<file path="src/rtl/rcpw_pkg.sv">
// Shared types and constants for the RC pulse width capture block.
// No dependencies; every other file imports this package.
package rcpw_pkg;

    localparam int SLOTS = 8;
    localparam int SLOT_W = 3;
    localparam int TS_W = 16;
    localparam int WIN_W = 13;
    localparam int VAL_W = 12;
    localparam int MAP_W = SLOTS * SLOT_W;
    localparam int CFG_IDX_W = 3;
    localparam int CFG_DATA_W = MAP_W;

    localparam logic [WIN_W-1:0] WINDOW_LOW_RST = 13'd1600;
    localparam logic [WIN_W-1:0] WINDOW_HIGH_RST = 13'd4400;
    localparam logic [VAL_W-1:0] CLAMP_MIN_RST = 12'd900;
    localparam logic [VAL_W-1:0] CLAMP_MAX_RST = 12'd2100;
    localparam logic [MAP_W-1:0] CHANNEL_MAP_RST = 24'd16434705;
    localparam logic [VAL_W-1:0] WIDTH_SLOT0_RST = 12'd900;
    localparam logic [VAL_W-1:0] WIDTH_OTHER_RST = 12'd1500;

    typedef enum logic
    {
        OP_SAMPLE = 1'b0,
        OP_READ   = 1'b1
    } op_t;

    typedef enum logic [CFG_IDX_W-1:0]
    {
        REG_PPM_SUM_MODE = 3'd0,
        REG_WINDOW_LOW   = 3'd1,
        REG_WINDOW_HIGH  = 3'd2,
        REG_CLAMP_MIN    = 3'd3,
        REG_CLAMP_MAX    = 3'd4,
        REG_CHANNEL_MAP  = 3'd5
    } cfg_index_t;

    typedef struct packed
    {
        logic              ppm_sum_mode;
        logic [WIN_W-1:0]  window_low;
        logic [WIN_W-1:0]  window_high;
        logic [VAL_W-1:0]  clamp_min;
        logic [VAL_W-1:0]  clamp_max;
        logic [MAP_W-1:0]  channel_map;
    } cfg_t;

    typedef struct packed
    {
        op_t               op;
        logic [TS_W-1:0]   timestamp;
        logic [SLOTS-1:0]  pins;
        logic [SLOT_W-1:0] channel;
    } item_t;

endpackage

</file>
<file path="src/rtl/rc_pulse_width_capture.sv">
// RC pulse width capture: eight-channel receiver decoder.
// Usage:
//   s_* channel carries events: tuser is the op (0 pin sample, 1 read),
//   tdata holds timestamp, pin levels and logical channel. A sample event
//   gives no result; a read event gives one clamped channel value on m_*.
//   cfg_* channel writes the six control registers (index, data); it is
//   always ready and must only be used while the block is idle.
// Timing:
//   An accepted event lands in the input register and is processed from there
//   against the current capture state; a read result then enters the output
//   register, which drives m_tvalid. One event per cycle is accepted while no
//   read result is stalled; a read sees every earlier sample.
// Stall:
//   While a read result waits on m_tready low, a following read holds in
//   the input register and s_tready drops; samples ahead of it keep flowing.
// Reset:
//   rst_n clears pin history, rise times and the PPM slot, loads default
//   stored widths (900 for slot 0, 1500 elsewhere) and register defaults.
// Depends on rcpw_pkg, rcpw_cfg and rcpw_decode.
module rc_pulse_width_capture
    import rcpw_pkg::*;
#(
    parameter int CHANNELS = 8
)
(
    input  logic                  clk,
    input  logic                  rst_n,
    input  logic                  s_tvalid,
    output logic                  s_tready,
    input  logic [31:0]           s_tdata,   // timestamp[15:0], pins[23:16], channel[26:24]
    input  logic                  s_tuser,   // op[0]
    output logic                  m_tvalid,
    input  logic                  m_tready,
    output logic [15:0]           m_tdata,   // channel_value[11:0]
    input  logic                  cfg_valid,
    output logic                  cfg_ready,
    input  logic [CFG_IDX_W-1:0]  cfg_index,
    input  logic [CFG_DATA_W-1:0] cfg_data
);

    cfg_t             cfg;
    item_t            item_reg;
    logic             in_valid_reg;
    logic             out_valid_reg;
    logic [VAL_W-1:0] out_value_reg;
    logic [VAL_W-1:0] rd_value;
    logic             go;
    logic             s_fire;

    assign cfg_ready = 1'b1;

    rcpw_cfg u_cfg
    (
        .clk      (clk),
        .rst_n    (rst_n),
        .wr_en    (cfg_valid && cfg_ready),
        .wr_index (cfg_index),
        .wr_data  (cfg_data),
        .cfg      (cfg)
    );

    // Samples never need the output slot; reads wait for it
    assign go = in_valid_reg && ((item_reg.op == OP_SAMPLE) || !out_valid_reg || m_tready);
    assign s_tready = !in_valid_reg || go;
    assign s_fire = s_tvalid && s_tready;

    rcpw_decode #(.CHANNELS(CHANNELS)) u_decode
    (
        .clk      (clk),
        .rst_n    (rst_n),
        .go       (go),
        .item     (item_reg),
        .cfg      (cfg),
        .rd_value (rd_value)
    );

    always_ff @(posedge clk or negedge rst_n)
    begin
        if (!rst_n)
        begin
            in_valid_reg <= 1'b0;
            out_valid_reg <= 1'b0;
        end
        else
        begin
            if (s_fire)
            begin
                in_valid_reg <= 1'b1;
            end
            else if (go)
            begin
                in_valid_reg <= 1'b0;
            end
            if (go && (item_reg.op == OP_READ))
            begin
                out_valid_reg <= 1'b1;
            end
            else if (m_tready)
            begin
                out_valid_reg <= 1'b0;
            end
        end
    end

    always_ff @(posedge clk)
    begin
        if (s_fire)
        begin
            item_reg.op <= op_t'(s_tuser);
            item_reg.timestamp <= s_tdata[15:0];
            item_reg.pins <= s_tdata[23:16];
            item_reg.channel <= s_tdata[26:24];
        end
        if (go && (item_reg.op == OP_READ))
        begin
            out_value_reg <= rd_value;
        end
    end

    assign m_tvalid = out_valid_reg;
    assign m_tdata = {4'b0000, out_value_reg};

endmodule

</file>
<file path="src/rtl/rcpw_cfg.sv">
// Configuration register file for the RC pulse width capture block.
// Depends on rcpw_pkg for register indexes and the cfg_t bundle.
module rcpw_cfg
    import rcpw_pkg::*;
(
    input  logic                  clk,
    input  logic                  rst_n,
    input  logic                  wr_en,
    input  logic [CFG_IDX_W-1:0]  wr_index,
    input  logic [CFG_DATA_W-1:0] wr_data,
    output cfg_t                  cfg
);

    cfg_t cfg_reg;
    cfg_t cfg_next;

    always_comb
    begin
        cfg_next = cfg_reg;
        if (wr_en)
        begin
            unique case (wr_index)
                REG_PPM_SUM_MODE: cfg_next.ppm_sum_mode = wr_data[0];
                REG_WINDOW_LOW:   cfg_next.window_low = wr_data[WIN_W-1:0];
                REG_WINDOW_HIGH:  cfg_next.window_high = wr_data[WIN_W-1:0];
                REG_CLAMP_MIN:    cfg_next.clamp_min = wr_data[VAL_W-1:0];
                REG_CLAMP_MAX:    cfg_next.clamp_max = wr_data[VAL_W-1:0];
                REG_CHANNEL_MAP:  cfg_next.channel_map = wr_data[MAP_W-1:0];
                default:          cfg_next = cfg_reg;
            endcase
        end
    end

    always_ff @(posedge clk or negedge rst_n)
    begin
        if (!rst_n)
        begin
            cfg_reg.ppm_sum_mode <= 1'b0;
            cfg_reg.window_low <= WINDOW_LOW_RST;
            cfg_reg.window_high <= WINDOW_HIGH_RST;
            cfg_reg.clamp_min <= CLAMP_MIN_RST;
            cfg_reg.clamp_max <= CLAMP_MAX_RST;
            cfg_reg.channel_map <= CHANNEL_MAP_RST;
        end
        else
        begin
            cfg_reg <= cfg_next;
        end
    end

    assign cfg = cfg_reg;

endmodule

</file>
<file path="src/rtl/rcpw_decode.sv">
// Pulse capture state and channel read path: edge detect, width measure,
// PPM slot counter, stored widths and the clamped read value. Uses rcpw_pkg.
module rcpw_decode
    import rcpw_pkg::*;
#(
    parameter int CHANNELS = 8
)
(
    input  logic             clk,
    input  logic             rst_n,
    input  logic             go,
    input  item_t            item,
    input  cfg_t             cfg,
    output logic [VAL_W-1:0] rd_value
);

    localparam logic [SLOT_W:0] CHAN_COUNT = (SLOT_W + 1)'(CHANNELS);

    logic [SLOTS-1:0]    previous_pins_reg;
    logic [TS_W-1:0]     rise_times_reg [CHANNELS];
    logic [VAL_W-1:0]    pulse_widths_reg [SLOTS];
    logic [VAL_W-1:0]    pulse_widths_next [SLOTS];
    logic [SLOT_W-1:0]   ppm_slot_reg;
    logic [SLOT_W-1:0]   ppm_slot_next;
    logic [TS_W-1:0]     ppm_rise_time_reg;

    logic                sample;
    logic [SLOTS-1:0]    changed;
    logic [SLOTS-1:0]    split_wr;
    logic [TS_W-1:0]     split_width [CHANNELS];
    logic [TS_W-1:0]     ppm_width;
    logic                ppm_fall;
    logic                ppm_short;
    logic [SLOT_W:0]     slot_inc;
    logic [SLOT_W-1:0]   rd_slot;
    logic [VAL_W-1:0]    rd_raw;

    assign sample = go && (item.op == OP_SAMPLE);
    assign changed = item.pins ^ previous_pins_reg;

    // Split mode: one width measurement per pin
    always_comb
    begin
        split_wr = '0;
        for (int i = 0; i < CHANNELS; i++)
        begin
            split_width[i] = item.timestamp - rise_times_reg[i];
            split_wr[i] = sample && !cfg.ppm_sum_mode && changed[i] && !item.pins[i]
                          && (split_width[i] > TS_W'(cfg.window_low))
                          && (split_width[i] < TS_W'(cfg.window_high));
        end
    end

    // PPM mode: pin 0 only
    assign ppm_width = item.timestamp - ppm_rise_time_reg;
    assign ppm_fall = sample && cfg.ppm_sum_mode && changed[0] && !item.pins[0];
    assign ppm_short = ppm_width < TS_W'(cfg.window_high);
    assign slot_inc = {1'b0, ppm_slot_reg} + 1'b1;

    always_comb
    begin
        ppm_slot_next = ppm_slot_reg;
        if (ppm_fall)
        begin
            if (ppm_short && (slot_inc < CHAN_COUNT))
            begin
                ppm_slot_next = slot_inc[SLOT_W-1:0];
            end
            else
            begin
                ppm_slot_next = '0;
            end
        end
    end

    // Width below the window top fits in 13 bits, so half of it fits in 12
    always_comb
    begin
        for (int j = 0; j < SLOTS; j++)
        begin
            pulse_widths_next[j] = pulse_widths_reg[j];
            if (ppm_fall && ppm_short && (ppm_slot_reg == SLOT_W'(j)))
            begin
                pulse_widths_next[j] = ppm_width[VAL_W:1];
            end
        end
        for (int i = 0; i < CHANNELS; i++)
        begin
            if (split_wr[i])
            begin
                pulse_widths_next[i] = split_width[i][VAL_W:1];
            end
        end
    end

    always_ff @(posedge clk or negedge rst_n)
    begin
        if (!rst_n)
        begin
            previous_pins_reg <= '0;
            ppm_slot_reg <= '0;
            ppm_rise_time_reg <= '0;
            for (int i = 0; i < CHANNELS; i++)
            begin
                rise_times_reg[i] <= '0;
            end
            for (int j = 0; j < SLOTS; j++)
            begin
                pulse_widths_reg[j] <= (j == 0) ? WIDTH_SLOT0_RST : WIDTH_OTHER_RST;
            end
        end
        else
        begin
            ppm_slot_reg <= ppm_slot_next;
            for (int j = 0; j < SLOTS; j++)
            begin
                pulse_widths_reg[j] <= pulse_widths_next[j];
            end
            if (sample)
            begin
                previous_pins_reg <= item.pins;
                if (cfg.ppm_sum_mode && changed[0] && item.pins[0])
                begin
                    ppm_rise_time_reg <= item.timestamp;
                end
                for (int i = 0; i < CHANNELS; i++)
                begin
                    if (!cfg.ppm_sum_mode && changed[i] && item.pins[i])
                    begin
                        rise_times_reg[i] <= item.timestamp;
                    end
                end
            end
        end
    end

    // Read path: remap logical channel, then clamp
    always_comb
    begin
        rd_slot = cfg.channel_map[SLOT_W*item.channel +: SLOT_W];
        rd_raw = pulse_widths_reg[rd_slot];
        priority if (rd_raw < cfg.clamp_min)
        begin
            rd_value = cfg.clamp_min;
        end
        else if (rd_raw > cfg.clamp_max)
        begin
            rd_value = cfg.clamp_max;
        end
        else
        begin
            rd_value = rd_raw;
        end
    end

endmodule
</file>
<file path="config.mk">
export PLATFORM = sky130hd
export DESIGN_NAME = rc_pulse_width_capture
export DESIGN_NICKNAME = d
export VERILOG_FILES = /design/src/rtl/rcpw_pkg.sv /design/src/rtl/rc_pulse_width_capture.sv /design/src/rtl/rcpw_cfg.sv /design/src/rtl/rcpw_decode.sv
export SDC_FILE = /design/constraint.sdc
export NUM_CORES = 1
export LEC_CHECK = 0
export BUFFER_PORTS_ARGS = -buffer_cell sky130_fd_sc_hd__buf_2
export CORE_UTILIZATION = 65
export CTS_CLUSTER_DIAMETER = 40
export DETAILED_ROUTE_END_ITERATION = 8
export PLACE_DENSITY = 0.83
export SYNTH_ARGS = -nofsm -noshare
export SYNTH_HDL_FRONTEND = slang
export SYNTH_SLANG_ARGS = --single-unit
</file>
<file path="constraint.sdc">
create_clock -name clk -period 8.9 [get_ports clk]
set_input_delay 1.78 -clock clk [delete_from_list [all_inputs] [get_ports clk]]
set_output_delay 1.78 -clock clk [all_outputs]
set_load 0.02 [all_outputs]
</file>
==> impl_metrics.prom <==
# TYPE chip_impl_metric gauge
chip_impl_info{name="yosys.area.top_type",value="sky130_fd_sc_hd__dfrtp_1"} 1
chip_impl_metric{name="largest_register_ffs",unit=""} 128
chip_impl_metric{name="clock_skew",unit="ns"} 0.0168
chip_impl_metric{name="grt_pass1_wl",unit="mm"} 135
chip_impl_metric{name="finalNetCount",unit=""} 3354
chip_impl_metric{name="sw_frac_of_total",unit="%"} 44.4
chip_impl_metric{name="design_power_total",unit="mW"} 11.2
chip_impl_metric{name="drt_pass1_iterations",unit=""} 5
chip_impl_metric{name="post_route_cells_drive_above_1_share",unit="%"} 19.6
chip_impl_metric{name="routed-via-count",unit=""} 23445
chip_impl_metric{name="max_cap_violations",unit=""} 0
chip_impl_metric{name="total_power_density_per_cell_area",unit="nW/um^2"} 361
chip_impl_metric{name="first_iter_violations",unit=""} 2352
chip_impl_info{name="result_of_the_run",value="completed"} 1
chip_impl_metric{name="post-cts-setup-buffer-count",unit=""} 0
chip_impl_metric{name="max_clock_freq",unit="MHz"} 148
chip_impl_metric{name="min_delay_path_depth",unit=""} 1
chip_impl_metric{name="endpoint_required_time_on_the_critical_path",unit="ns"} 9.41
chip_impl_metric{name="worst_r2r_path_depth",unit=""} 21
chip_impl_metric{name="synth_seq_cells",unit=""} 368
chip_impl_metric{name="detail_route.drc_violations",unit=""} 0
chip_impl_metric{name="ys_async_sr_fraction",unit="%"} 89.1
chip_impl_metric{name="post-dp-hpwl",unit="mm"} 61.2
chip_impl_metric{name="postRouteWirelength",unit="mm"} 88.8
chip_impl_metric{name="worst_slew_pin_slew",unit="ns"} 1.33
chip_impl_metric{name="syn_to_final_growth",unit="%"} 11.1
chip_impl_metric{name="final.period_utilization",unit="%"} 75.7
chip_impl_info{name="worstSetupPathType",value="flip-flop to flip-flop"} 1
chip_impl_metric{name="path_clk_slew",unit="ns"} 0.06
chip_impl_metric{name="postRouteAntennaNets",unit=""} 0
chip_impl_metric{name="ir_drop",unit="mV"} 0.196
chip_impl_metric{name="finalCriticalPeriod",unit="ns"} 6.74
chip_impl_metric{name="whs",unit="ns"} 0.478
chip_impl_metric{name="cellLeakagePower",unit="nW"} 14.4
chip_impl_metric{name="grt-ovfl-total",unit=""} 0
chip_impl_metric{name="relative_slew_slack",unit="%"} 11.2
chip_impl_metric{name="clk_path_buf_depth",unit=""} 3
chip_impl_metric{name="syn-cell-area",unit="um^2"} 27800
chip_impl_metric{name="clock_power_share",unit="%"} 20.9
chip_impl_metric{name="vias_per_cell",unit=""} 6.71
chip_impl_metric{name="numClockSinks",unit=""} 368
chip_impl_metric{name="num_io_pins",unit=""} 84
chip_impl_metric{name="h_tree_depth",unit=""} 2
chip_impl_metric{name="die_h",unit="um"} 209
chip_impl_metric{name="gp_congestion",unit=""} 1.01
chip_impl_metric{name="postCtsResizedCells",unit=""} 0
chip_impl_metric{name="floorplan.die.width",unit="um"} 209
chip_impl_metric{name="p_int",unit="mW"} 6.20
chip_impl_metric{name="worstSkewPairLatency",unit="ns"} 0.63
chip_impl_metric{name="comb_power_share",unit="%"} 56.3
chip_impl_metric{name="synth_edf_count",unit=""} 40
chip_impl_info{name="synthTopCellsByArea",value="sky130_fd_sc_hd__dfrtp_1 (22%), sky130_fd_sc_hd__ha_1 (17%), sky130_fd_sc_hd__mux2_2 (8.4%)"} 1
chip_impl_info{name="grt_setup_unrepaired",value="no"} 1
chip_impl_metric{name="grt_usage",unit="%"} 41.0
chip_impl_metric{name="grt_pass1_vias",unit=""} 23517
chip_impl_info{name="setup.worst_path.end_class",value="flip-flop"} 1
chip_impl_metric{name="cts_hold_repair.buffers",unit=""} 0
chip_impl_metric{name="synthDominantCellAreaShare",unit="%"} 22.3
chip_impl_metric{name="netSwitchingPower",unit="mW"} 4.95
chip_impl_metric{name="post_synth_inst_count",unit=""} 2804
chip_impl_info{name="synth_ff_type",value="sky130_fd_sc_hd__dfrtp_1"} 1
chip_impl_info{name="worst_setup_path_start_kind",value="flip-flop"} 1
chip_impl_metric{name="num_rows",unit=""} 75
chip_impl_metric{name="timing.final.max_slew_violations",unit=""} 0
chip_impl_info{name="tritoncts",value="yes"} 1
chip_impl_metric{name="avgSynthCellArea",unit="um^2"} 9.92
chip_impl_metric{name="seq_power_share",unit="%"} 22.7
chip_impl_metric{name="antenna_found_initial",unit=""} 4
chip_impl_metric{name="fillCellCount",unit=""} 2995
chip_impl_metric{name="critical_path.max_fanout",unit=""} 12
chip_impl_info{name="hold_path_class",value="flip-flop to flip-flop"} 1
chip_impl_metric{name="initial_core_util",unit="%"} 66.2
chip_impl_info{name="clock-root-buffer",value="sky130_fd_sc_hd__clkbuf_16"} 1
chip_impl_metric{name="synth_cell_type_count",unit=""} 90
chip_impl_metric{name="port_buffers",unit=""} 73
chip_impl_metric{name="routed_length_per_placed_instance",unit="um"} 25.4
chip_impl_metric{name="floorplan.die_area",unit="um^2"} 43600
chip_impl_metric{name="final.setup.tns",unit="ns"} 0
chip_impl_metric{name="cts_buffers",unit=""} 60
chip_impl_metric{name="arrival",unit="ns"} 7.25
chip_impl_metric{name="grt_max_degree",unit=""} 167
chip_impl_metric{name="hold_viol",unit=""} 0
chip_impl_metric{name="ys_warn_count",unit=""} 0
chip_impl_metric{name="setup_viol",unit=""} 0
chip_impl_metric{name="portion_of_the_post_synthesis_area_used_by_sequential_elements",unit="%"} 34.2
chip_impl_metric{name="placeableCoreArea",unit="um^2"} 42000
==> final cells by class <==
| type | instances | area [um^2] | area share, % |
|---|---|---|---|
| antenna | 2 | 5.00 | 0.0162 |
| inverter | 254 | 953 | 3.09 |
| clock inverter | 37 | 395 | 1.28 |
| tap | 539 | 674 | 2.18 |
| clock buffer | 76 | 1630 | 5.28 |
| timing repair buffer | 113 | 688 | 2.23 |
| multi-input combinational | 2107 | 17000 | 55.1 |
| sequential | 368 | 9510 | 30.8 |
==> power groups by stage <==
stage          logic, mW  registers (mW)  clock network (mW)
4_1_cts             6.11            2.52                2.34
3_3_place_gp        5.69            2.52                   0
5_1_grt             6.86            2.58                2.41
6_report            6.28            2.54                2.33
2_1_floorplan       4.33            2.46                   0
3_5_place_dp        6.04            2.54                   0
==> critical path: stages, from the launching register on <==
cell and delay (ns):
sky130_fd_sc_hd__edfxtp_1 0.42, sky130_fd_sc_hd__inv_1 0.10, sky130_fd_sc_hd__ha_1 0.20, sky130_fd_sc_hd__inv_1 0.07, sky130_fd_sc_hd__fa_1 0.41, sky130_fd_sc_hd__a21oi_1 0.26, sky130_fd_sc_hd__o221ai_1 0.24, sky130_fd_sc_hd__a31oi_1 0.28
sky130_fd_sc_hd__nor2b_1 0.07, sky130_fd_sc_hd__o31ai_1 0.52, sky130_fd_sc_hd__inv_1 0.41, sky130_fd_sc_hd__ha_1 0.41, sky130_fd_sc_hd__and3_1 0.19, sky130_fd_sc_hd__and3_1 0.19, sky130_fd_sc_hd__or4_4 0.47, sky130_fd_sc_hd__nor4_2 0.23
sky130_fd_sc_hd__o311ai_1 0.15, sky130_fd_sc_hd__nor4_2 0.27, sky130_fd_sc_hd__buf_4 0.30, sky130_fd_sc_hd__nand3_1 0.50, sky130_fd_sc_hd__and2_1 0.57, sky130_fd_sc_hd__a221o_1 0.36
==> synthesized netlist by cell type (7+ instances only) <==
master and instances:
sky130_fd_sc_hd__dfstp_2 80, sky130_fd_sc_hd__buf_1 7, sky130_fd_sc_hd__a22oi_1 12, sky130_fd_sc_hd__edfxtp_1 40, sky130_fd_sc_hd__buf_2 9, sky130_fd_sc_hd__nand2_1 215, sky130_fd_sc_hd__nor2b_1 45, sky130_fd_sc_hd__nand2b_1 24
sky130_fd_sc_hd__fa_1 9, sky130_fd_sc_hd__nand4_1 41, sky130_fd_sc_hd__and3_1 32, sky130_fd_sc_hd__mux2_2 207, sky130_fd_sc_hd__a31oi_1 15, sky130_fd_sc_hd__a211o_1 9, sky130_fd_sc_hd__o2111ai_1 23, sky130_fd_sc_hd__a21boi_0 8
sky130_fd_sc_hd__inv_1 254, sky130_fd_sc_hd__ha_1 376, sky130_fd_sc_hd__clkbuf_1 50, sky130_fd_sc_hd__mux2_4 35, sky130_fd_sc_hd__a211oi_1 17, sky130_fd_sc_hd__a21o_1 80, sky130_fd_sc_hd__nand4b_1 8, sky130_fd_sc_hd__a2111oi_0 8
sky130_fd_sc_hd__nor4_1 8, sky130_fd_sc_hd__nor3_1 31, sky130_fd_sc_hd__and2_1 19, sky130_fd_sc_hd__xor2_1 36, sky130_fd_sc_hd__mux2i_1 40, sky130_fd_sc_hd__dfrtp_1 248, sky130_fd_sc_hd__nor2_1 112, sky130_fd_sc_hd__o21ai_0 173
sky130_fd_sc_hd__nand3b_1 21, sky130_fd_sc_hd__o211ai_1 40, sky130_fd_sc_hd__a32oi_1 12, sky130_fd_sc_hd__a21oi_1 130, sky130_fd_sc_hd__nand3_1 65, sky130_fd_sc_hd__o22ai_1 9, sky130_fd_sc_hd__o21a_1 35, sky130_fd_sc_hd__xnor2_1 59
sky130_fd_sc_hd__o21bai_1 12, sky130_fd_sc_hd__a221o_1 19
==> per-layer routing <==
metal  GRT usage (%)  vias up  routed length, um
li1                -    10469                  -
met5               0        -                 23
met3            10.2      369               8500
met1            51.8    11427              35300
met4            29.6        4               6930
met2            61.6     1176              38100
==> cell families (layout without fill, tap and decap cells) <==
group	Yosys count	count (layout)	share of synthesized area [%]
adder cells (fa/ha/maj)	385	385	17.6
flip-flops	368	368	34.2
AND/OR/NAND/NOR	664	664	12.1
buffers and inverters	332	480	4.76
AO/OA/AOI/OAI	664	664	15.9
XOR/XNOR	95	95	2.99
other	2	7	0.0270
multiplexers	294	294	12.4
==> final timing paths <==
| check | start | end | slack (ns) |
|---|---|---|---|
| max | item_reg[11] | u_decode.pulse_widths_reg[13] | 2.16 |
| min | u_decode.pulse_widths_reg[23] | u_decode.pulse_widths_reg[23] | 0.48 |
| max reg2reg | item_reg[11] | u_decode.pulse_widths_reg[13] | 2.16 |
| min reg2reg | u_decode.pulse_widths_reg[23] | u_decode.pulse_widths_reg[23] | 0.48 |
| max in group asynchronous | rst_n | u_decode.rise_times_reg[24] | 6.28 |
| min in group asynchronous | rst_n | u_decode.rise_times_reg[124] | 1.18 |
==> stage by stage <==
| stage | cells | cell area [um^2] | utilization (%) | worst slack (ns) |
|---|---|---|---|---|
| final | 3496 | 30900 | 73.5 | 2.16 |
| after detailed placement | 3381 | 28900 | 68.7 | 2.44 |
| after floorplan | 2807 | 27800 | - | 3.75 |
| after global placement | 3381 | 28900 | 68.7 | 2.59 |
| after global routing | 3494 | 30900 | 73.5 | 1.89 |
| after CTS | 3494 | 30900 | 73.5 | 2.43 |
==> placed cells by master (no fill, tap or decap), drive strengths merged, types with 36 or more instances in the layout <==
master | synthesis | routed
ha | 376 | 376
inv | 254 | 264
dfrtp | 248 | 248
mux2 | 248 | 248
nand2 | 215 | 215
o21ai | 176 | 176
a21oi | 130 | 130
buf | 28 | 113
nor2 | 112 | 112
a21o | 80 | 80
dfstp | 80 | 80
clkbuf | 50 | 76
nand3 | 68 | 68
xnor2 | 59 | 59
nor2b | 45 | 45
nand4 | 41 | 41
o211ai | 40 | 40
edfxtp | 40 | 40
mux2i | 40 | 40
xor2 | 36 | 36
Note: power is estimated with default switching activity, not from simulation.
